### src/hdl/assert_macros.svh
// Assertion helpers of the frame decoder, used by rfd_parser.
// No dependencies; include with the bare file name.
`ifndef ASSERT_MACROS_SVH
`define ASSERT_MACROS_SVH

// Check a property on the rising clock edge, off while reset is held.
`define RFD_ASSERT(label, clk, rst_n, prop, msg) \
    label: assert property (@(posedge clk) disable iff (!rst_n) (prop)) \
        else $error(msg);

// Check that a condition implies a consequence in the same cycle.
`define RFD_ASSERT_IMPLY(label, clk, rst_n, cond, cons, msg) \
    label: assert property (@(posedge clk) disable iff (!rst_n) (cond) |-> (cons)) \
        else $error(msg);

// Check that a condition implies a consequence in the next cycle.
`define RFD_ASSERT_NEXT(label, clk, rst_n, cond, cons, msg) \
    label: assert property (@(posedge clk) disable iff (!rst_n) (cond) |=> (cons)) \
        else $error(msg);

`endif

### src/hdl/rfd_pkg.sv
// Shared types, codes and constants of the frame decoder.
// No dependencies; imported by every other file of the block but assert_macros.svh.
`timescale 1ns / 1ps
`default_nettype none

package rfd_pkg;

    // Default length width of the header length fields.
    localparam int RFD_LEN_BITS = 16;

    // Fixed overhead bytes of a frame beside the three fields and payload.
    localparam int FIXED_BYTES = 26;

    // Width of the length fields on the result word.
    localparam int OUT_LEN_W = 16;

    // Configuration port shape.
    localparam int CFG_IDX_W  = 2;
    localparam int CFG_DATA_W = 16;

    localparam logic [CFG_IDX_W-1:0] CFG_START_BYTE = 2'd0;
    localparam logic [CFG_IDX_W-1:0] CFG_END_BYTE   = 2'd1;
    localparam logic [CFG_IDX_W-1:0] CFG_MAX_LEN    = 2'd2;

    localparam logic [7:0]  START_BYTE_RST = 8'd2;
    localparam logic [7:0]  END_BYTE_RST   = 8'd3;
    localparam logic [15:0] MAX_LEN_RST    = 16'hFFFF;

    // Result kinds.
    localparam logic KIND_CONTENT = 1'b0;
    localparam logic KIND_SUMMARY = 1'b1;

    // Field tags of content bytes.
    localparam logic [1:0] TAG_REQ_ID  = 2'd0;
    localparam logic [1:0] TAG_METHOD  = 2'd1;
    localparam logic [1:0] TAG_ERRINFO = 2'd2;
    localparam logic [1:0] TAG_PAYLOAD = 2'd3;

    // Summary status codes.
    localparam logic [1:0] ST_OK      = 2'd0;
    localparam logic [1:0] ST_BAD_END = 2'd1;
    localparam logic [1:0] ST_LEN_ERR = 2'd2;
    localparam logic [1:0] ST_OVERRUN = 2'd3;

    typedef struct packed {
        logic [7:0]  start_byte;
        logic [7:0]  end_byte;
        logic [15:0] max_frame_len;
    } cfg_t;

    typedef struct packed {
        logic                  result_kind;
        logic [1:0]            field_tag;
        logic [7:0]            out_byte;
        logic                  last;
        logic [1:0]            status;
        logic [OUT_LEN_W-1:0]  frame_len;
        logic [OUT_LEN_W-1:0]  req_id_len;
        logic [OUT_LEN_W-1:0]  method_len;
        logic [OUT_LEN_W-1:0]  err_info_len;
        logic [OUT_LEN_W-1:0]  payload_len;
        logic signed [31:0]    err_code;
        logic [31:0]           checksum_word;
    } result_t;

endpackage

`default_nettype wire

### src/hdl/rfd_if.sv
// Stream interfaces of the frame decoder: received bytes and result words.
// Depends on rfd_pkg for the length field width.
`timescale 1ns / 1ps
`default_nettype none

interface rfd_byte_if ();
    logic       valid;
    logic       ready;
    logic [7:0] data_byte;

    modport source (output valid, output data_byte, input ready);
    modport sink   (input valid, input data_byte, output ready);
endinterface

interface rfd_result_if import rfd_pkg::*; ();
    logic                 valid;
    logic                 ready;
    logic                 result_kind;
    logic [1:0]           field_tag;
    logic [7:0]           out_byte;
    logic                 last;
    logic [1:0]           status;
    logic [OUT_LEN_W-1:0] frame_len;
    logic [OUT_LEN_W-1:0] req_id_len;
    logic [OUT_LEN_W-1:0] method_len;
    logic [OUT_LEN_W-1:0] err_info_len;
    logic [OUT_LEN_W-1:0] payload_len;
    logic signed [31:0]   err_code;
    logic [31:0]          checksum_word;

    modport source (
        output valid, output result_kind, output field_tag, output out_byte,
        output last, output status, output frame_len, output req_id_len,
        output method_len, output err_info_len, output payload_len,
        output err_code, output checksum_word, input ready
    );
    modport sink (
        input valid, input result_kind, input field_tag, input out_byte,
        input last, input status, input frame_len, input req_id_len,
        input method_len, input err_info_len, input payload_len,
        input err_code, input checksum_word, output ready
    );
endinterface

`default_nettype wire

### src/hdl/rpc_frame_decoder.sv
// Channel   Dir   Payload                                  Handshake
// stream    in    data_byte[7:0]                           valid/ready
// result    out   kind, tag, byte, last, status, header    valid/ready
// cfg       in    cfg_index[1:0], cfg_data[15:0]           cfg_we, no wait
//
// One byte is taken per clock; a result word appears in the cycle after its byte.
// The single result register sets the rate: a new byte is taken whenever that
// register is empty or its word leaves in the same cycle.
// A stall on result holds the result register and, once it is full, stream.ready.
// Reset is asynchronous: the decoder hunts for a start byte, registers default.
// Top level of the frame decoder. Depends on rfd_pkg, rfd_if and the rfd_ modules.
`timescale 1ns / 1ps
`default_nettype none

module rpc_frame_decoder import rfd_pkg::*;
#(
    parameter int LEN_BITS = RFD_LEN_BITS
)
(
    input  wire logic                  clk,
    input  wire logic                  rst_n,
    rfd_byte_if.sink                   stream,
    rfd_result_if.source               result,
    input  wire logic                  cfg_we,
    input  wire logic [CFG_IDX_W-1:0]  cfg_index,
    input  wire logic [CFG_DATA_W-1:0] cfg_data
);

    cfg_t    cfg;
    result_t res;
    logic    res_valid;
    logic    up_ready;
    logic    accept;

    assign stream.ready = up_ready;
    assign accept       = stream.valid && up_ready;

    rfd_cfg_regs u_cfg_regs (
        .clk       (clk),
        .rst_n     (rst_n),
        .cfg_we    (cfg_we),
        .cfg_index (cfg_index),
        .cfg_data  (cfg_data),
        .cfg       (cfg)
    );

    rfd_parser #(
        .LEN_BITS (LEN_BITS)
    ) u_parser (
        .clk       (clk),
        .rst_n     (rst_n),
        .cfg       (cfg),
        .accept    (accept),
        .data_byte (stream.data_byte),
        .res_valid (res_valid),
        .res       (res)
    );

    rfd_out_stage u_out_stage (
        .clk      (clk),
        .rst_n    (rst_n),
        .load     (accept && res_valid),
        .res      (res),
        .up_ready (up_ready),
        .result   (result)
    );

endmodule

`default_nettype wire

### src/hdl/rfd_cfg_regs.sv
// Configuration registers of the frame decoder (start byte, end byte, max length).
// Depends on rfd_pkg for register indexes, reset values and cfg_t.
`timescale 1ns / 1ps
`default_nettype none

module rfd_cfg_regs import rfd_pkg::*;
(
    input  wire logic                  clk,
    input  wire logic                  rst_n,
    input  wire logic                  cfg_we,
    input  wire logic [CFG_IDX_W-1:0]  cfg_index,
    input  wire logic [CFG_DATA_W-1:0] cfg_data,
    output cfg_t                       cfg
);

    cfg_t cfg_reg;
    cfg_t cfg_next;

    // Decode the write; unknown indexes change nothing
    always_comb
    begin
        cfg_next = cfg_reg;
        if (cfg_we)
        begin
            case (cfg_index)
                CFG_START_BYTE: cfg_next.start_byte    = cfg_data[7:0];
                CFG_END_BYTE:   cfg_next.end_byte      = cfg_data[7:0];
                CFG_MAX_LEN:    cfg_next.max_frame_len = cfg_data[15:0];
                default:        cfg_next = cfg_reg;
            endcase
        end
    end

    always_ff @(posedge clk or negedge rst_n)
    begin
        if (!rst_n)
        begin
            cfg_reg.start_byte    <= START_BYTE_RST;
            cfg_reg.end_byte      <= END_BYTE_RST;
            cfg_reg.max_frame_len <= MAX_LEN_RST;
        end
        else
        begin
            cfg_reg <= cfg_next;
        end
    end

    assign cfg = cfg_reg;

endmodule

`default_nettype wire

### src/hdl/rfd_parser.sv
// Frame parser: phase register, counters and header registers, advanced one
// byte per accepted word. Depends on rfd_pkg and assert_macros.svh.
`timescale 1ns / 1ps
`default_nettype none
`include "assert_macros.svh"

module rfd_parser import rfd_pkg::*;
#(
    parameter int LEN_BITS = RFD_LEN_BITS
)
(
    input  wire logic       clk,
    input  wire logic       rst_n,
    input  wire cfg_t       cfg,
    input  wire logic       accept,
    input  wire logic [7:0] data_byte,
    output logic            res_valid,
    output result_t         res
);

    // Stored lengths never need more than the shown width.
    localparam int LEN_W = (LEN_BITS < OUT_LEN_W) ? LEN_BITS : OUT_LEN_W;
    localparam int SUM_W = 34;

    localparam logic [3:0] PH_HUNT    = 4'd0;
    localparam logic [3:0] PH_LEN     = 4'd1;
    localparam logic [3:0] PH_IDLEN   = 4'd2;
    localparam logic [3:0] PH_ID      = 4'd3;
    localparam logic [3:0] PH_NAMELEN = 4'd4;
    localparam logic [3:0] PH_NAME    = 4'd5;
    localparam logic [3:0] PH_CODE    = 4'd6;
    localparam logic [3:0] PH_INFOLEN = 4'd7;
    localparam logic [3:0] PH_INFO    = 4'd8;
    localparam logic [3:0] PH_PAYLOAD = 4'd9;
    localparam logic [3:0] PH_CHECK   = 4'd10;
    localparam logic [3:0] PH_END     = 4'd11;

    logic [3:0]       phase_reg,    phase_next;
    logic [1:0]       byte_idx_reg, byte_idx_next;
    logic [LEN_W-1:0] count_reg,    count_next;
    logic [23:0]      shift_reg,    shift_next;
    logic [LEN_W-1:0] total_reg,    total_next;
    logic [LEN_W-1:0] id_len_reg,   id_len_next;
    logic [LEN_W-1:0] name_len_reg, name_len_next;
    logic [LEN_W-1:0] info_len_reg, info_len_next;
    logic [LEN_W-1:0] data_len_reg, data_len_next;
    logic [31:0]      code_reg,     code_next;
    logic [31:0]      check_reg,    check_next;

    logic [31:0]      word;
    logic [LEN_W-1:0] word_sat;
    logic [LEN_W-1:0] count_dec;
    logic [SUM_W-1:0] used;
    logic             sum_fire;
    logic [1:0]       sum_status;
    logic             is_data_phase;

    // Clamp a received length to the length maximum, keep the stored bits
    function automatic logic [LEN_W-1:0] sat_len(input logic [31:0] v);
        logic over;
        over = (v >> LEN_BITS) != 32'd0;
        return over ? {LEN_W{1'b1}} : v[LEN_W-1:0];
    endfunction

    assign word      = {shift_reg, data_byte};
    assign word_sat  = sat_len(word);
    assign count_dec = count_reg - LEN_W'(1);

    assign is_data_phase = (phase_reg == PH_ID) || (phase_reg == PH_NAME) ||
                           (phase_reg == PH_INFO) || (phase_reg == PH_PAYLOAD);

    // Advance the parse by one byte
    always_comb
    begin
        phase_next    = phase_reg;
        byte_idx_next = byte_idx_reg;
        count_next    = count_reg;
        shift_next    = shift_reg;
        total_next    = total_reg;
        id_len_next   = id_len_reg;
        name_len_next = name_len_reg;
        info_len_next = info_len_reg;
        data_len_next = data_len_reg;
        code_next     = code_reg;
        check_next    = check_reg;
        used          = '0;
        sum_fire      = 1'b0;
        sum_status    = ST_OK;
        res_valid     = 1'b0;
        res           = '0;

        if (phase_reg == PH_HUNT || phase_reg > PH_END)
        begin
            // Hunt for the start byte, clear the header on a hit
            phase_next = PH_HUNT;
            if (data_byte == cfg.start_byte)
            begin
                total_next    = '0;
                id_len_next   = '0;
                name_len_next = '0;
                info_len_next = '0;
                data_len_next = '0;
                code_next     = '0;
                check_next    = '0;
                byte_idx_next = '0;
                phase_next    = PH_LEN;
            end
        end
        else if (is_data_phase)
        begin
            // Pass a content byte, tagged by its field
            res_valid        = 1'b1;
            res.result_kind  = KIND_CONTENT;
            res.out_byte     = data_byte;
            case (phase_reg)
                PH_ID:   res.field_tag = TAG_REQ_ID;
                PH_NAME: res.field_tag = TAG_METHOD;
                PH_INFO: res.field_tag = TAG_ERRINFO;
                default: res.field_tag = TAG_PAYLOAD;
            endcase
            count_next = count_dec;
            if (count_dec == '0)
            begin
                byte_idx_next = '0;
                case (phase_reg)
                    PH_ID:   phase_next = PH_NAMELEN;
                    PH_NAME: phase_next = PH_CODE;
                    PH_INFO:
                    begin
                        if (data_len_reg != '0)
                        begin
                            phase_next = PH_PAYLOAD;
                            count_next = data_len_reg;
                        end
                        else
                        begin
                            phase_next = PH_CHECK;
                        end
                    end
                    default: phase_next = PH_CHECK;
                endcase
            end
        end
        else if (phase_reg == PH_END)
        begin
            // Close the frame on the end byte
            sum_fire   = 1'b1;
            sum_status = (data_byte == cfg.end_byte) ? ST_OK : ST_BAD_END;
        end
        else
        begin
            // Shift in one byte of a big-endian header word
            shift_next    = word[23:0];
            byte_idx_next = byte_idx_reg + 2'd1;
            if (byte_idx_reg == 2'd3)
            begin
                byte_idx_next = '0;
                case (phase_reg)
                    PH_LEN:
                    begin
                        total_next = word_sat;
                        if (word < 32'(FIXED_BYTES) ||
                            word > 32'(cfg.max_frame_len) ||
                            (word >> LEN_BITS) != 32'd0)
                        begin
                            sum_fire   = 1'b1;
                            sum_status = ST_LEN_ERR;
                        end
                        else
                        begin
                            phase_next = PH_IDLEN;
                        end
                    end
                    PH_IDLEN:
                    begin
                        id_len_next = word_sat;
                        used = SUM_W'(FIXED_BYTES) + SUM_W'(word);
                        if (used > SUM_W'(total_reg))
                        begin
                            sum_fire   = 1'b1;
                            sum_status = ST_OVERRUN;
                        end
                        else if (word != 32'd0)
                        begin
                            phase_next = PH_ID;
                            count_next = word[LEN_W-1:0];
                        end
                        else
                        begin
                            phase_next = PH_NAMELEN;
                        end
                    end
                    PH_NAMELEN:
                    begin
                        name_len_next = word_sat;
                        used = SUM_W'(FIXED_BYTES) + SUM_W'(id_len_reg) + SUM_W'(word);
                        if (used > SUM_W'(total_reg))
                        begin
                            sum_fire   = 1'b1;
                            sum_status = ST_OVERRUN;
                        end
                        else if (word != 32'd0)
                        begin
                            phase_next = PH_NAME;
                            count_next = word[LEN_W-1:0];
                        end
                        else
                        begin
                            phase_next = PH_CODE;
                        end
                    end
                    PH_CODE:
                    begin
                        code_next  = word;
                        phase_next = PH_INFOLEN;
                    end
                    PH_INFOLEN:
                    begin
                        info_len_next = word_sat;
                        used = SUM_W'(FIXED_BYTES) + SUM_W'(id_len_reg) +
                               SUM_W'(name_len_reg) + SUM_W'(word);
                        if (used > SUM_W'(total_reg))
                        begin
                            sum_fire   = 1'b1;
                            sum_status = ST_OVERRUN;
                        end
                        else
                        begin
                            data_len_next = total_reg - used[LEN_W-1:0];
                            if (word != 32'd0)
                            begin
                                phase_next = PH_INFO;
                                count_next = word[LEN_W-1:0];
                            end
                            else if (data_len_next != '0)
                            begin
                                phase_next = PH_PAYLOAD;
                                count_next = data_len_next;
                            end
                            else
                            begin
                                phase_next = PH_CHECK;
                            end
                        end
                    end
                    PH_CHECK:
                    begin
                        check_next = word;
                        phase_next = PH_END;
                    end
                    default:
                    begin
                        phase_next = PH_HUNT;
                    end
                endcase
            end
        end

        // Build the summary from the updated header and resume hunting
        if (sum_fire)
        begin
            phase_next        = PH_HUNT;
            res_valid         = 1'b1;
            res.result_kind   = KIND_SUMMARY;
            res.last          = 1'b1;
            res.status        = sum_status;
            res.frame_len     = OUT_LEN_W'(total_next);
            res.req_id_len    = OUT_LEN_W'(id_len_next);
            res.method_len    = OUT_LEN_W'(name_len_next);
            res.err_info_len  = OUT_LEN_W'(info_len_next);
            res.payload_len   = OUT_LEN_W'(data_len_next);
            res.err_code      = code_next;
            res.checksum_word = check_next;
        end
    end

    // Hold state unless a byte is taken
    always_ff @(posedge clk or negedge rst_n)
    begin
        if (!rst_n)
        begin
            phase_reg    <= PH_HUNT;
            byte_idx_reg <= '0;
            count_reg    <= '0;
            shift_reg    <= '0;
            total_reg    <= '0;
            id_len_reg   <= '0;
            name_len_reg <= '0;
            info_len_reg <= '0;
            data_len_reg <= '0;
            code_reg     <= '0;
            check_reg    <= '0;
        end
        else if (accept)
        begin
            phase_reg    <= phase_next;
            byte_idx_reg <= byte_idx_next;
            count_reg    <= count_next;
            shift_reg    <= shift_next;
            total_reg    <= total_next;
            id_len_reg   <= id_len_next;
            name_len_reg <= name_len_next;
            info_len_reg <= info_len_next;
            data_len_reg <= data_len_next;
            code_reg     <= code_next;
            check_reg    <= check_next;
        end
    end

    // A data phase always has bytes left to pass
    `RFD_ASSERT_IMPLY(a_data_count, clk, rst_n, is_data_phase, count_reg != '0, "data phase with zero count")
    // A summary always drops back to hunting
    `RFD_ASSERT_NEXT(a_sum_hunt, clk, rst_n, accept && res_valid && res.result_kind == KIND_SUMMARY, phase_reg == PH_HUNT, "no hunt after summary")
    // Content bytes come only from data phases
    `RFD_ASSERT(a_content_src, clk, rst_n, !(res_valid && res.result_kind == KIND_CONTENT) || is_data_phase, "content byte outside a data field")

endmodule

`default_nettype wire

### src/hdl/rfd_out_stage.sv
// Result register between the parser and the result channel.
// Depends on rfd_pkg (result_t) and rfd_if (rfd_result_if).
`timescale 1ns / 1ps
`default_nettype none

module rfd_out_stage import rfd_pkg::*;
(
    input  wire logic     clk,
    input  wire logic     rst_n,
    input  wire logic     load,
    input  wire result_t  res,
    output logic          up_ready,
    rfd_result_if.source  result
);

    logic    valid_reg, valid_next;
    result_t data_reg;

    // Take a new byte while empty or while the held word leaves
    assign up_ready   = !valid_reg || result.ready;
    assign valid_next = load || (valid_reg && !result.ready);

    always_ff @(posedge clk or negedge rst_n)
    begin
        if (!rst_n)
        begin
            valid_reg <= 1'b0;
        end
        else
        begin
            valid_reg <= valid_next;
        end
    end

    // Capture the payload only on a new result
    always_ff @(posedge clk)
    begin
        if (load)
        begin
            data_reg <= res;
        end
    end

    assign result.valid         = valid_reg;
    assign result.result_kind   = data_reg.result_kind;
    assign result.field_tag     = data_reg.field_tag;
    assign result.out_byte      = data_reg.out_byte;
    assign result.last          = data_reg.last;
    assign result.status        = data_reg.status;
    assign result.frame_len     = data_reg.frame_len;
    assign result.req_id_len    = data_reg.req_id_len;
    assign result.method_len    = data_reg.method_len;
    assign result.err_info_len  = data_reg.err_info_len;
    assign result.payload_len   = data_reg.payload_len;
    assign result.err_code      = data_reg.err_code;
    assign result.checksum_word = data_reg.checksum_word;

endmodule

`default_nettype wire

### src/flat_wrapper.sv
// flat-port wrapper written by rule: the top's interface ports become plain ports
module rpc_frame_decoder_flat import rfd_pkg::*;
#(
    parameter int LEN_BITS = RFD_LEN_BITS
)
  (clk, rst_n, cfg_we, cfg_index, cfg_data, stream_valid, stream_data_byte, stream_ready, result_valid, result_result_kind, result_field_tag, result_out_byte, result_last, result_status, result_frame_len, result_req_id_len, result_method_len, result_err_info_len, result_payload_len, result_err_code, result_checksum_word, result_ready);
  rfd_byte_if stream_i ();
  rfd_result_if result_i ();
  input  wire logic clk;
  input  wire logic rst_n;
  input  wire logic cfg_we;
  input  wire logic [CFG_IDX_W-1:0] cfg_index;
  input  wire logic [CFG_DATA_W-1:0] cfg_data;
  input wire logic [$bits(stream_i.valid)-1:0] stream_valid;
  input wire logic [$bits(stream_i.data_byte)-1:0] stream_data_byte;
  output wire logic [$bits(stream_i.ready)-1:0] stream_ready;
  output wire logic [$bits(result_i.valid)-1:0] result_valid;
  output wire logic [$bits(result_i.result_kind)-1:0] result_result_kind;
  output wire logic [$bits(result_i.field_tag)-1:0] result_field_tag;
  output wire logic [$bits(result_i.out_byte)-1:0] result_out_byte;
  output wire logic [$bits(result_i.last)-1:0] result_last;
  output wire logic [$bits(result_i.status)-1:0] result_status;
  output wire logic [$bits(result_i.frame_len)-1:0] result_frame_len;
  output wire logic [$bits(result_i.req_id_len)-1:0] result_req_id_len;
  output wire logic [$bits(result_i.method_len)-1:0] result_method_len;
  output wire logic [$bits(result_i.err_info_len)-1:0] result_err_info_len;
  output wire logic [$bits(result_i.payload_len)-1:0] result_payload_len;
  output wire logic [$bits(result_i.err_code)-1:0] result_err_code;
  output wire logic [$bits(result_i.checksum_word)-1:0] result_checksum_word;
  input wire logic [$bits(result_i.ready)-1:0] result_ready;
  assign stream_i.valid = stream_valid;
  assign stream_i.data_byte = stream_data_byte;
  assign stream_ready = stream_i.ready;
  assign result_valid = result_i.valid;
  assign result_result_kind = result_i.result_kind;
  assign result_field_tag = result_i.field_tag;
  assign result_out_byte = result_i.out_byte;
  assign result_last = result_i.last;
  assign result_status = result_i.status;
  assign result_frame_len = result_i.frame_len;
  assign result_req_id_len = result_i.req_id_len;
  assign result_method_len = result_i.method_len;
  assign result_err_info_len = result_i.err_info_len;
  assign result_payload_len = result_i.payload_len;
  assign result_err_code = result_i.err_code;
  assign result_checksum_word = result_i.checksum_word;
  assign result_i.ready = result_ready;
  rpc_frame_decoder #(.LEN_BITS(LEN_BITS)) u_core (.clk(clk), .rst_n(rst_n), .stream(stream_i), .result(result_i), .cfg_we(cfg_we), .cfg_index(cfg_index), .cfg_data(cfg_data));
endmodule
### config.mk
export PLATFORM = sky130hd
export DESIGN_NAME = rpc_frame_decoder_flat
export DESIGN_NICKNAME = d
export VERILOG_FILES = /design/src/hdl/rfd_pkg.sv /design/src/hdl/rfd_if.sv /design/src/hdl/rpc_frame_decoder.sv /design/src/hdl/rfd_cfg_regs.sv /design/src/hdl/rfd_parser.sv /design/src/hdl/rfd_out_stage.sv /design/src/flat_wrapper.sv
export VERILOG_INCLUDE_DIRS = /design/src /design/src/hdl
export SDC_FILE = /design/constraint.sdc
export NUM_CORES = 1
export LEC_CHECK = 0
export BUFFER_PORTS_ARGS = -buffer_cell sky130_fd_sc_hd__buf_2
export CAP_MARGIN = 20
export CORE_UTILIZATION = 50
export DETAILED_ROUTE_END_ITERATION = 6
export GPL_ROUTABILITY_DRIVEN = 1
export PLACE_DENSITY = 0.7
export SLEW_MARGIN = 20
export SYNTH_ARGS = -nofsm -noshare
export SYNTH_HDL_FRONTEND = slang
export SYNTH_HIERARCHICAL = 1
export SYNTH_SLANG_ARGS = --single-unit
### constraint.sdc
create_clock -name clk -period 9.96 [get_ports clk]
set_clock_uncertainty 0.15 [all_clocks]
set_input_delay 0.498 -clock clk [delete_from_list [all_inputs] [get_ports clk]]
set_output_delay 0.498 -clock clk [all_outputs]
set_load 0.05 [all_outputs]
# Word-level counts from Yosys, hierarchy flattened
# Cells that the tools add are included.
# word_totals
input_bits	31
output_inout_bits	160
register_bits	381
wordCells	212
# op_classes
reduce_logical	32
n_bitwise	4
n_eq_ne	30
n_lt_le_gt_ge	6
n_addsub	8
muxes	105
# ops
op	n
2-to-1 mux 16 bit	44
2-to-1 mux 32 bit	12
2-to-1 mux 147 bit	1
> comparator 33 x 16 -> 1 bit	2
nonzero test 32 bit	2
case mux 16 bit (3 select lines)	1
2-to-1 mux 4 bit	10
2-to-1 mux 2 bit	18
adder 34 x 32 -> 34 bit	1
> comparator 34 x 16 -> 1 bit	1
adder 18 x 32 -> 33 bit	1
adder 5 x 32 -> 33 bit, first input constant	1
> comparator 32 x 16 -> 1 bit	1
< comparator 32 x 5 -> 1 bit, second input constant	1
nonzero test 16 bit	2
case mux 4 bit (6 select lines)	1
inequality test 5 bit, second input constant	4
adder 17 x 16 -> 18 bit	1
adder 5 x 16 -> 17 bit, first input constant	1
equality test 4 x 3 -> 1 bit, second input constant	4
equality test 4 bit, second input constant	4
equality test 8 bit	2
zero test 16 bit	1
subtractor 16 x 1 -> 16 bit, second input constant	1
33 further kinds	68

# Logic depth before layout (Yosys ltp)
# Gate-level depths: netlist of the first run.
# logic_depth
depth_word	14
ltp_mapped	31
mapped_depth_nobuf	27

# By module
# The synthesis of the first run kept the hierarchy.
# modules_own_cells
mod	n_inst	cells_each	area_each_um2
rfd_parser	1	2167	17186.5
rfd_out_stage	1	161	4792.1
rfd_cfg_regs	1	68	1246.2
rpc_frame_decoder	1	2	12.5

# Least setup slack after synthesis of the first run
# OpenSTA, ideal clock, no wires.
# synth_timing
path_type	register to register
startpoint	register u_core.u_parser.id_len_reg[1]
endpoint	register u_core.u_out_stage.valid_reg, in the netlist u_core/u_out_stage/result.valid
t_required_ns	9.720
setup_slack_ns	0.004
arrival_time_ns	9.716
path_buffers	4
setup_ns	0.090
stages_incl_launch_ff	32
period_less_slack_ns	9.956
path_cell_list	dfrtp_1 -> ha_1 -> nor3_1 -> nand3b_1 -> xor2_1 -> fa_1 -> inv_1 -> ha_1 -> o21a_1 -> o211a_1 -> a21boi_0 -> o21ai_0 -> a21o_1 -> a21o_1 -> xor2_1 -> ha_1 -> clkbuf_1 -> o21ai_0 -> nand2b_1 -> a21oi_1 -> a211oi_1 -> nor4_1 -> o2111ai_1 -> o31ai_1 -> and3_1 -> buf_2 -> a31o_2 -> buf_2 -> buf_2 -> nand2_1 -> and3_1 -> nand2b_2
# synth_between
elab_chain_cells	13
word_cells_on_any_way	16
classes_between	add/sub: 4; order compare: 2; mux: 8; reduce/logical: 2
# synth_rtl
element	line	text
start: declaration	rfd_parser.sv:43	logic [LEN_W-1:0] id_len_reg, id_len_next;
start signal: assignment	rfd_parser.sv:301	id_len_reg <= id_len_next;
adder 5 x 16 -> 17 bit (*)	rfd_parser.sv:196, rfd_parser.sv:220	
adder 17 x 16 -> 18 bit	rfd_parser.sv:220	used = SUM_W'(FIXED_BYTES) + SUM_W'(id_len_reg) +
adder 18 x 32 -> 33 bit	rfd_parser.sv:221	SUM_W'(name_len_reg) + SUM_W'(word);
> comparator 33 x 16 -> 1 bit	rfd_parser.sv:222	if (used > SUM_W'(total_reg))
2-to-1 mux 1 bit	rfd_parser.sv:222	
case mux 1 bit (4 select lines) (*)	rfd_parser.sv:158	case (phase_reg)
2-to-1 mux 1 bit (*)	rfd_parser.sv:155	if (byte_idx_reg == 2'd3)
2-to-1 mux 1 bit (*)	rfd_parser.sv:144	else if (phase_reg == PH_END)
2-to-1 mux 1 bit (*)	rfd_parser.sv:109	else if (is_data_phase)
2-to-1 mux 1 bit (*)	rfd_parser.sv:92	if (phase_reg == PH_HUNT || phase_reg > PH_END)
2-to-1 mux 1 bit (*)	rfd_parser.sv:260	if (sum_fire)
net u_core.res_valid	rpc_frame_decoder.sv:31	logic res_valid;
logical AND 1 bit (*)	rpc_frame_decoder.sv:62	.load (accept && res_valid),
logical OR 1 bit (*)	rfd_out_stage.sv:21	assign valid_next = load || (valid_reg && !result.ready);
net u_core.u_out_stage.valid_next	rfd_out_stage.sv:16	logic valid_reg, valid_next;
end signal: assignment	rfd_out_stage.sv:31	valid_reg <= valid_next;
end: declaration	rfd_out_stage.sv:16	
# Mark *: on every way through the listed nets, which the timed path passes. The rest lies on a longest branch.
# A chain may end at the register's enable or synchronous reset.

# Final worst setup path of the first run
# layout_timing
startpoint	register u_core.u_parser.id_len_reg[1]
endpoint	register u_core.u_parser.count_reg[3]
# layout_between
elab_chain_cells	11
word_cells_on_any_way	19
classes_between	add/sub: 5; order compare: 2; eq/ne: 3; mux: 7; reduce/logical: 2
# layout_rtl
element	line	text
adder 5 x 16 -> 17 bit (*)	rfd_parser.sv:196, rfd_parser.sv:220	
adder 17 x 16 -> 18 bit	rfd_parser.sv:220	
adder 18 x 32 -> 33 bit	rfd_parser.sv:221	
subtractor 16 bit	rfd_parser.sv:229	data_len_next = total_reg - used[LEN_W-1:0];
2-to-1 mux 16 bit	rfd_parser.sv:235	else if (data_len_next != '0)
2-to-1 mux 16 bit	rfd_parser.sv:230	if (word != 32'd0)
2-to-1 mux 16 bit	rfd_parser.sv:222	
case mux 16 bit (3 select lines)	rfd_parser.sv:158	
2-to-1 mux 16 bit	rfd_parser.sv:155	
2-to-1 mux 16 bit	rfd_parser.sv:144	
2-to-1 mux 16 bit	rfd_parser.sv:109	
end signal: assignment	rfd_parser.sv:298	count_reg <= count_next;
end: declaration	rfd_parser.sv:40	logic [LEN_W-1:0] count_reg, count_next;
# Mark *: on every way between the ends. The rest lies on a longest branch, timed or not. The select of a mux whose other input is x is not followed.

==> results of run 1 <==
-- power groups by stage --
stage	Clock, mW	Combinational (mW)	Sequential [mW]
3_3_place_gp	0	4.19	2.49
3_5_place_dp	0	4.25	2.50
5_1_grt	1.65	4.70	2.53
4_1_cts	1.59	4.27	2.48
6_report	1.56	4.38	2.49
2_1_floorplan	0	2.67	2.78
-- cell families (layout without fill, tap and decap cells) --
| group | count (synthesis) | count (layout) | share of synthesized area |
|---|---|---|---|
| other | 0 | 3 | 0 |
| adder cells (fa/ha/maj) | 137 | 137 | 0.07991 |
| buffers and inverters | 247 | 403 | 0.04243 |
| multiplexers | 78 | 78 | 0.03828 |
| AO/OA/AOI/OAI | 712 | 712 | 0.2061 |
| AND/OR/NAND/NOR | 747 | 747 | 0.1518 |
| flip-flops | 381 | 381 | 0.4453 |
| XOR/XNOR | 96 | 96 | 0.03618 |
-- repair_timing --
action                                  4_1_cts  5_1_grt
endpoints found under the hold margin        92        0
endpoints found under the setup margin        0        0
buffers inserted                              0        0
hold buffers                                  6        0
resized for setup                             0        0
-- placed cells by master, fill, tap and decap left out, types with 26 or more instances in the layout --
cell type,Yosys,routed
sky130_fd_sc_hd__dfrtp_1,204,204
sky130_fd_sc_hd__nand2_1,209,209
sky130_fd_sc_hd__mux2_2,63,63
sky130_fd_sc_hd__a22o_1,50,50
sky130_fd_sc_hd__nor2_1,258,255
sky130_fd_sc_hd__inv_1,83,83
sky130_fd_sc_hd__ha_1,118,118
sky130_fd_sc_hd__clkbuf_16,0,42
sky130_fd_sc_hd__o21ai_0,161,161
sky130_fd_sc_hd__nand3_1,42,42
sky130_fd_sc_hd__xor2_1,36,36
sky130_fd_sc_hd__a22oi_1,175,175
sky130_fd_sc_hd__xnor2_1,60,60
sky130_fd_sc_hd__buf_4,3,44
sky130_fd_sc_hd__nand4_1,48,48
sky130_fd_sc_hd__buf_2,17,189
sky130_fd_sc_hd__edfxtp_1,158,158
sky130_fd_sc_hd__a21o_1,26,26
sky130_fd_sc_hd__a211oi_1,33,33
sky130_fd_sc_hd__nor3_1,40,38
sky130_fd_sc_hd__a21oi_1,109,109
-- synthesized netlist by cell type (6+ instances only) --
library cell | n | area (um2)
sky130_fd_sc_hd__a22o_1 | 50 | 437.9
sky130_fd_sc_hd__dfstp_2 | 19 | 499.2
sky130_fd_sc_hd__a211oi_1 | 33 | 247.7
sky130_fd_sc_hd__nor4_1 | 19 | 118.9
sky130_fd_sc_hd__o21bai_1 | 7 | 52.55
sky130_fd_sc_hd__fa_1 | 19 | 380.4
sky130_fd_sc_hd__o21ai_1 | 16 | 80.08
sky130_fd_sc_hd__or3_1 | 17 | 106.4
sky130_fd_sc_hd__mux2i_1 | 9 | 90.09
sky130_fd_sc_hd__buf_1 | 6 | 22.52
sky130_fd_sc_hd__mux2_2 | 63 | 709.4
sky130_fd_sc_hd__nand3_1 | 42 | 210.2
sky130_fd_sc_hd__nor2_1 | 258 | 968.4
sky130_fd_sc_hd__clkbuf_1 | 135 | 506.7
sky130_fd_sc_hd__o211ai_1 | 21 | 157.7
sky130_fd_sc_hd__nand2b_1 | 18 | 112.6
sky130_fd_sc_hd__or2_2 | 8 | 50.05
sky130_fd_sc_hd__nand4_1 | 48 | 300.3
sky130_fd_sc_hd__a21oi_1 | 109 | 545.5
sky130_fd_sc_hd__a21o_1 | 26 | 195.2
sky130_fd_sc_hd__a22oi_1 | 175 | 1314
sky130_fd_sc_hd__nor3_1 | 40 | 200.2
sky130_fd_sc_hd__edfxtp_1 | 158 | 4745
sky130_fd_sc_hd__and3_1 | 18 | 112.6
sky130_fd_sc_hd__a211o_1 | 9 | 78.83
sky130_fd_sc_hd__mux2_4 | 6 | 90.09
sky130_fd_sc_hd__a2111oi_0 | 7 | 61.31
sky130_fd_sc_hd__xnor2_1 | 60 | 525.5
sky130_fd_sc_hd__ha_1 | 118 | 1476
sky130_fd_sc_hd__o2111ai_1 | 9 | 78.83
sky130_fd_sc_hd__and2_1 | 16 | 100.1
sky130_fd_sc_hd__a31oi_1 | 13 | 81.33
sky130_fd_sc_hd__o21ai_0 | 161 | 805.8
sky130_fd_sc_hd__xor2_1 | 36 | 315.3
sky130_fd_sc_hd__dfrtp_1 | 204 | 5105
sky130_fd_sc_hd__nor2b_1 | 15 | 93.84
sky130_fd_sc_hd__nand2_1 | 209 | 784.5
sky130_fd_sc_hd__inv_1 | 83 | 311.6
sky130_fd_sc_hd__o31ai_1 | 8 | 60.06
sky130_fd_sc_hd__buf_2 | 17 | 85.08
sky130_fd_sc_hd__o21a_1 | 18 | 135.1
-- metrics by stage --
step | hold WS [ns] | cells | utilization
6_report | 0.02037 | 3157 | 0.5746
5_1_grt | 0.005712 | 3154 | 0.5745
3_3_place_gp | 0.3151 | 3069 | 0.5415
2_1_floorplan | 0.05241 | 2398 | -
4_1_cts | 0.003940 | 3153 | 0.5737
3_5_place_dp | 0.3213 | 3069 | 0.5418
-- routing by layer --
metal  up-vias  track usage  part of all wire
met1      9896       0.4505              0.42
met2      1071       0.4882              0.44
met5         -      0.01354            0.0012
li1       9106            -                 -
met3       199      0.08396             0.096
met4         2       0.1434             0.043
-- critical path, cell delays in order (launching register included) --
cell and delay [ns]:
sky130_fd_sc_hd__dfrtp_1 0.46, sky130_fd_sc_hd__ha_1 0.26, sky130_fd_sc_hd__nor3_1 0.24, sky130_fd_sc_hd__xnor2_1 0.20, sky130_fd_sc_hd__inv_1 0.09, sky130_fd_sc_hd__fa_1 0.49, sky130_fd_sc_hd__inv_1 0.04, sky130_fd_sc_hd__ha_1 0.37
sky130_fd_sc_hd__a211o_1 0.32, sky130_fd_sc_hd__a31o_2 0.25, sky130_fd_sc_hd__a31oi_1 0.34, sky130_fd_sc_hd__nor2_1 0.14, sky130_fd_sc_hd__xor2_1 0.23, sky130_fd_sc_hd__inv_1 0.08, sky130_fd_sc_hd__ha_1 0.22, sky130_fd_sc_hd__nor4_1 0.62
sky130_fd_sc_hd__a21oi_1 0.12, sky130_fd_sc_hd__xor2_1 0.18, sky130_fd_sc_hd__nor4_1 0.24, sky130_fd_sc_hd__o2111ai_1 0.18, sky130_fd_sc_hd__or4_1 0.42, sky130_fd_sc_hd__or4b_1 0.53, sky130_fd_sc_hd__o211a_1 0.26, sky130_fd_sc_hd__a21o_1 0.48
sky130_fd_sc_hd__mux2_4 0.41
-- worst paths after layout --
check	endpoint	slack, ns	depth (start not counted)	from
min	u_core/u_cfg_regs/cfg[12]$_DFFE_PN1P_	0.02	2	cfg_data[12]
max	u_core/u_parser/count_reg[3]$_DFFE_PN0P_	2.46	24	u_core/u_parser/id_len_reg[1]$_DFFE_PN0P_
min reg2reg	u_core/u_parser/info_len_reg[12]$_DFFE_PN0P_	0.33	2	u_core/u_parser/info_len_reg[12]$_DFFE_PN0P_
max in group asynchronous	u_core/u_cfg_regs/cfg[27]$_DFFE_PN0P_	7.83	3	rst_n
min in group asynchronous	u_core/u_parser/count_reg[10]$_DFFE_PN0P_	0.37	2	rst_n
max reg2reg	u_core/u_parser/count_reg[3]$_DFFE_PN0P_	2.46	24	u_core/u_parser/id_len_reg[1]$_DFFE_PN0P_
-- layout make-up --
cell class	count	share of cell area
multi-input combinational	1770	0.4573
clock buffer	59	0.04524
sequential	381	0.3951
inverter	83	0.01190
timing repair buffer	242	0.05341
antenna	3	0.0002866
tap	600	0.02866
clock inverter	19	0.008026
==> flow_metrics.env, run 1 <==
export IMPL_initial_utilization=0.5099
export IMPL_critical_path_required_ns=10.26
export IMPL_gp_congestion=1.038
export IMPL_maxCapViolations=0
export IMPL_synthesis_instances=2398
export IMPL_grt_first_pass_wirelength_mm=118.1
export IMPL_io_buffers=190
export IMPL_rsz0062_at_grt="no"
export IMPL_layout_worst_path_cycle_share=0.7528
export IMPL_htree_levels=2
export IMPL_drt_pre_antenna_iters=6
export IMPL_minimum_setup_slack_after_placement_ns=2.229
export IMPL_std_cell_rows=78
export IMPL_report_final_slew_viol_count=0
export IMPL_syn_num_nets=2566
export IMPL_layout_area_seq_um2=10350
export IMPL_power_switching_mw=4.073
export IMPL_cts_buffers_inserted=42
export IMPL_detailedRoute_firstIterationViolations=2380
export IMPL_synth_seq_cells=381
export IMPL_die_h_um=217.6
export IMPL_hold_viol=0
export IMPL_grt_start_max_net_pins=90
export IMPL_static_leakage_power_nw=10.64
export IMPL_route_detailed_vias_per_inst=6.422
export IMPL_clk_insertion_delay_late_ns=0.57
export IMPL_cts_path_max_buffers=3
export IMPL_clkTransAtPathRegs_ns=0.07
export IMPL_power_density_cell_area_nw_per_um2=321.9
export IMPL_timing_critical_path_to_type="flip-flop"
export IMPL_dp_hpwl_mm=55.39
export IMPL_dieWidth_um=217.6
export IMPL_synth_seq_area_share=0.4453
export IMPL_worst_ir_drop_vdd_mv=0.2207
export IMPL_timing_setup_critical_path_class="reg -> reg"
export IMPL_layout_setup_ws_ns=2.462
export IMPL_power_frac_clock=0.185
export IMPL_seq_power_share=0.295
export IMPL_crit_fanout=16
export IMPL_overflow_left_after_global_routing=0
export IMPL_core_region_area_um2=45580
export IMPL_finalInstanceArea_um2=26190
export IMPL_holdCritPathClass="in -> reg"
export IMPL_p_sw_frac=0.4832
export IMPL_multi_input_comb_area_um2=11980
export IMPL_report_final_setup_viol=0
export IMPL_yosys_warnings=6
export IMPL_tritoncts_clock_tree="yes"
export IMPL_synthesis_area_um2=23240
export IMPL_final_total_pwr_mw=8.429
export IMPL_asyncSetResetFlopFracSynth=0.5853
export IMPL_top_achievable_clock_speed_mhz=133.4
export IMPL_first_global_vias=19500
export IMPL_power_frac_comb=0.519
export IMPL_grt_util_all_layers=0.3284
export IMPL_die_area_um2=47340
export IMPL_placedInstanceArea_um2=24690
export IMPL_flow_area_growth_from_synthesis_pct=12.71
export IMPL_drc_errors=0
export IMPL_tightestPinTransition_ns=1.000
export IMPL_antenna_found_initial=2
export IMPL_ys_types=88
export IMPL_synth_enable_flop_cells=158
export IMPL_routedWlPerCell_um=24.79
export IMPL_worst_setup_path_start_kind="flip-flop"
export IMPL_detailroute_via_count=20270
export IMPL_detail_route_wirelength_mm=78.26
export IMPL_finalCriticalPeriod_ns=7.498
export IMPL_ioPinCount=191
export IMPL_run_status="finished, final reports clean"
export IMPL_syn_mean_instance_area_um2=9.690
export IMPL_ctsRootBufferMaster="sky130_fd_sc_hd__clkbuf_16"
export IMPL_commonest_register_cell_after_synthesis="sky130_fd_sc_hd__dfrtp_1"
export IMPL_numClockSinks=381
export IMPL_arrival_time_at_the_worst_endpoint_ns=7.80
export IMPL_final_net_count=2688
export IMPL_antenna_violating_nets_post_route=0
export IMPL_cellInternalPower_mw=4.357
export IMPL_timing_setup_tns_ns=0
export IMPL_final_fill_count=3951
export IMPL_drive_gt1_frac=0.1680
export IMPL_relSlewSlack=0.3281
No activity file was read; power rests on OpenSTA's default activity.
==> inputs of run 2 (changes only) <==
--- a/config.mk
+++ b/config.mk
@@ -11,7 +11,7 @@
 export CORE_UTILIZATION = 50
 export DETAILED_ROUTE_END_ITERATION = 6
 export GPL_ROUTABILITY_DRIVEN = 1
-export PLACE_DENSITY = 0.7
+export PLACE_DENSITY = 0.68
 export SLEW_MARGIN = 20
 export SYNTH_ARGS = -nofsm -noshare
 export SYNTH_HDL_FRONTEND = slang
==> constraint.sdc (replaced) <==
create_clock -name clk -period 7.23 [get_ports clk]
set_clock_uncertainty 0.15 [all_clocks]
set_input_delay 0.3615 -clock clk [delete_from_list [all_inputs] [get_ports clk]]
set_output_delay 0.3615 -clock clk [all_outputs]
set_load 0.05 [all_outputs]
==> run 2 against run 1 <==
Net effect:
- critical path depth increased by 1
- worst setup slack lost 2.1 ns
- global-route usage barely moved
- final area up 0.92%
- sequential cell count is the same
- hold slack gained 0.081 ns
- routed wire length is essentially flat
- largest cell class unchanged
- largest power group unchanged
==> flow_metrics.env, run 2 (same netlist as run 1, synthesis figures left out) <==
export IMPL_run_status="finished, final reports clean"
export IMPL_hold_viol=0
export IMPL_cts_path_max_buffers=3
export IMPL_critical_path_required_ns=7.55
export IMPL_std_cell_rows=78
export IMPL_grt_util_all_layers=0.3283
export IMPL_overflow_left_after_global_routing=0
export IMPL_die_h_um=217.6
export IMPL_rsz0062_at_grt="no"
export IMPL_tightestPinTransition_ns=1.012
export IMPL_flow_area_growth_from_synthesis_pct=13.74
export IMPL_ctsRootBufferMaster="sky130_fd_sc_hd__clkbuf_16"
export IMPL_detailroute_via_count=20630
export IMPL_final_net_count=2717
export IMPL_final_cell_mix="sky130_fd_sc_hd__nor2_1 (255), sky130_fd_sc_hd__nand2_1 (208), sky130_fd_sc_hd__dfrtp_1 (204), sky130_fd_sc_hd__buf_2 (189), sky130_fd_sc_hd__a22oi_1 (175)"
export IMPL_report_final_setup_viol=0
export IMPL_static_leakage_power_nw=10.74
export IMPL_detail_route_wirelength_mm=78.21
export IMPL_routedWlPerCell_um=24.54
export IMPL_worst_path_max_delay_cell="sky130_fd_sc_hd__or4b_1"
export IMPL_maxCapViolations=0
export IMPL_worst_ir_drop_vdd_mv=0.2514
export IMPL_max_stage_delay_ns=0.53
export IMPL_route_detailed_vias_per_inst=6.474
export IMPL_holdCritPathClass="in -> reg"
export IMPL_io_buffers=190
export IMPL_timing_setup_tns_ns=0
export IMPL_gp_congestion=1.024
export IMPL_power_density_cell_area_nw_per_um2=439.1
export IMPL_critPathBufInv=4
export IMPL_timing_setup_critical_path_class="reg -> reg"
export IMPL_layout_worst_path_cycle_share=0.9444
export IMPL_report_final_slew_viol_count=0
export IMPL_numClockSinks=381
export IMPL_crit_path_start="u_core/u_parser/id_len_reg[1]$_DFFE_PN0P_"
export IMPL_initial_utilization=0.5099
export IMPL_worst_flop_to_flop_path_startpoint="u_core/u_parser/id_len_reg[1]$_DFFE_PN0P_"
export IMPL_worst_setup_path_start_kind="flip-flop"
export IMPL_ioPinCount=191
export IMPL_arrival_time_at_the_worst_endpoint_ns=7.15
export IMPL_finalCriticalPeriod_ns=6.828
export IMPL_timing_reg2reg_worst_path_depth=25
export IMPL_r2r_slack_ns=0.40
export IMPL_die_area_um2=47340
export IMPL_dp_hpwl_mm=55.51
export IMPL_cp_top_family="simple AND/OR/NAND/NOR gates"
export IMPL_critical_path_depth=25
export IMPL_antenna_found_initial=5
export IMPL_first_global_vias=19740
export IMPL_timing_critical_path_to_type="flip-flop"
export IMPL_grt_first_pass_wirelength_mm=118.5
export IMPL_relSlewSlack=0.3203
export IMPL_tritoncts_clock_tree="yes"
export IMPL_detailedRoute_firstIterationViolations=2519
export IMPL_antenna_violating_nets_post_route=0
export IMPL_cts_buffers_inserted=41
export IMPL_grt_start_max_net_pins=115
export IMPL_destination_of_the_critical_timing_path="u_core/u_parser/count_reg[4]$_DFFE_PN0P_"
export IMPL_top_achievable_clock_speed_mhz=146.5
export IMPL_clk_insertion_delay_late_ns=0.59
export IMPL_drc_errors=0
export IMPL_drive_gt1_frac=0.1739
export IMPL_core_region_area_um2=45580
export IMPL_htree_levels=2
export IMPL_final_total_pwr_mw=11.61
export IMPL_crit_fanout=16
export IMPL_hold_ws_ns=0.1011
export IMPL_final_common_cell="sky130_fd_sc_hd__nor2_1"
export IMPL_drt_pre_antenna_iters=6
export IMPL_clkTransAtPathRegs_ns=0.06
export IMPL_end_of_the_worst_register_to_register_path="u_core/u_parser/count_reg[4]$_DFFE_PN0P_"
export IMPL_dieWidth_um=217.6
[run 2: cell count changes in the layout (fill, tap and decap cells not counted), sizes merged]
cell / before / now
clkinv: 10 / 9
diode: 3 / 5
clkbuf: 59 / 54
bufinv: 3 / 2
clkinvlp: 3 / 8
buf: 236 / 254
dlygate4sd3: 6 / 18
[run 2: through the flow]
stage,setup WS [ns],utilization,std cells,area [um2]
final,0.4018,0.5799,3187,26430
after global routing,0.01233,0.5796,3182,26420
after CTS,0.2979,0.5790,3182,26390
after detailed placement,0.3392,0.5466,3088,24910
after global placement,0.5556,0.5463,3088,24900
after floorplan,0.03140,-,2398,23240
[run 2: area by class of cell]
cell class,instances,area [um2]
sequential,381,10350
clock buffer,54,1095
tap,600,750.7
clock inverter,22,201.4
fill,3925,19150
timing repair buffer,272,1709
antenna,5,12.51
multi-input combinational,1770,12000
inverter,83,311.5
[run 2: worst min-delay path by stage]
stage | cells after the start | end | from
finish | 3 | u_core/u_cfg_regs/cfg[30]$_DFFE_PN0P_ | cfg_index[0]
global route | 3 | u_core/u_cfg_regs/cfg[31]$_DFFE_PN0P_ | cfg_index[0]
CTS | 3 | u_core/u_cfg_regs/cfg[30]$_DFFE_PN0P_ | cfg_index[0]
detailed placement | 1 | u_core/u_out_stage/result.valid$_DFF_PN0_ | rst_n
global placement | 1 | u_core/u_out_stage/result.valid$_DFF_PN0_ | rst_n
floorplan | 0 | u_core/u_cfg_regs/cfg[18]$_DFFE_PN0P_ | rst_n
[run 2: power breakdown]
part	internal [mW]	switching, mW
logic	1.95	4.17
registers	2.83	0.575
clock network	1.15	0.920
total	5.94	5.66
[run 2: routing by layer]
layer,up-vias,share of wire,GRT usage
li1,9149,-,-
met2,1202,0.45,0.4951
met3,206,0.10,0.07490
met5,-,0.00012,0
met4,2,0.042,0.1385
met1,10070,0.41,0.4533
[run 2: repair_timing]
item | 4_1_cts | 5_1_grt
hold buffers | 18 | 0
endpoints found under the setup margin | 0 | 319
resized for setup | 0 | 6
buffers inserted | 0 | 0
endpoints found under the hold margin | 127 | 0
[run 2: worst register-to-register path: stages, from the launching register on]
cell                        delay, ns
sky130_fd_sc_hd__dfrtp_1         0.46
sky130_fd_sc_hd__ha_1            0.27
sky130_fd_sc_hd__nor3_2          0.21
sky130_fd_sc_hd__xnor2_1         0.18
sky130_fd_sc_hd__inv_1           0.09
sky130_fd_sc_hd__fa_1            0.48
sky130_fd_sc_hd__inv_1           0.04
sky130_fd_sc_hd__ha_1            0.37
sky130_fd_sc_hd__a211o_1         0.31
sky130_fd_sc_hd__a31o_2          0.26
sky130_fd_sc_hd__a31oi_2         0.27
sky130_fd_sc_hd__nor2_1          0.12
sky130_fd_sc_hd__xor2_1          0.24
sky130_fd_sc_hd__inv_1           0.07
sky130_fd_sc_hd__ha_1            0.23
sky130_fd_sc_hd__nor4_1          0.39
sky130_fd_sc_hd__a21oi_1         0.10
sky130_fd_sc_hd__xor2_1          0.17
sky130_fd_sc_hd__nor4_1          0.23
sky130_fd_sc_hd__o2111ai_1       0.19
sky130_fd_sc_hd__or4_1           0.42
sky130_fd_sc_hd__or4b_1          0.53
sky130_fd_sc_hd__o211a_1         0.26
sky130_fd_sc_hd__a21o_1          0.21
sky130_fd_sc_hd__buf_12          0.16
sky130_fd_sc_hd__mux2_4          0.30
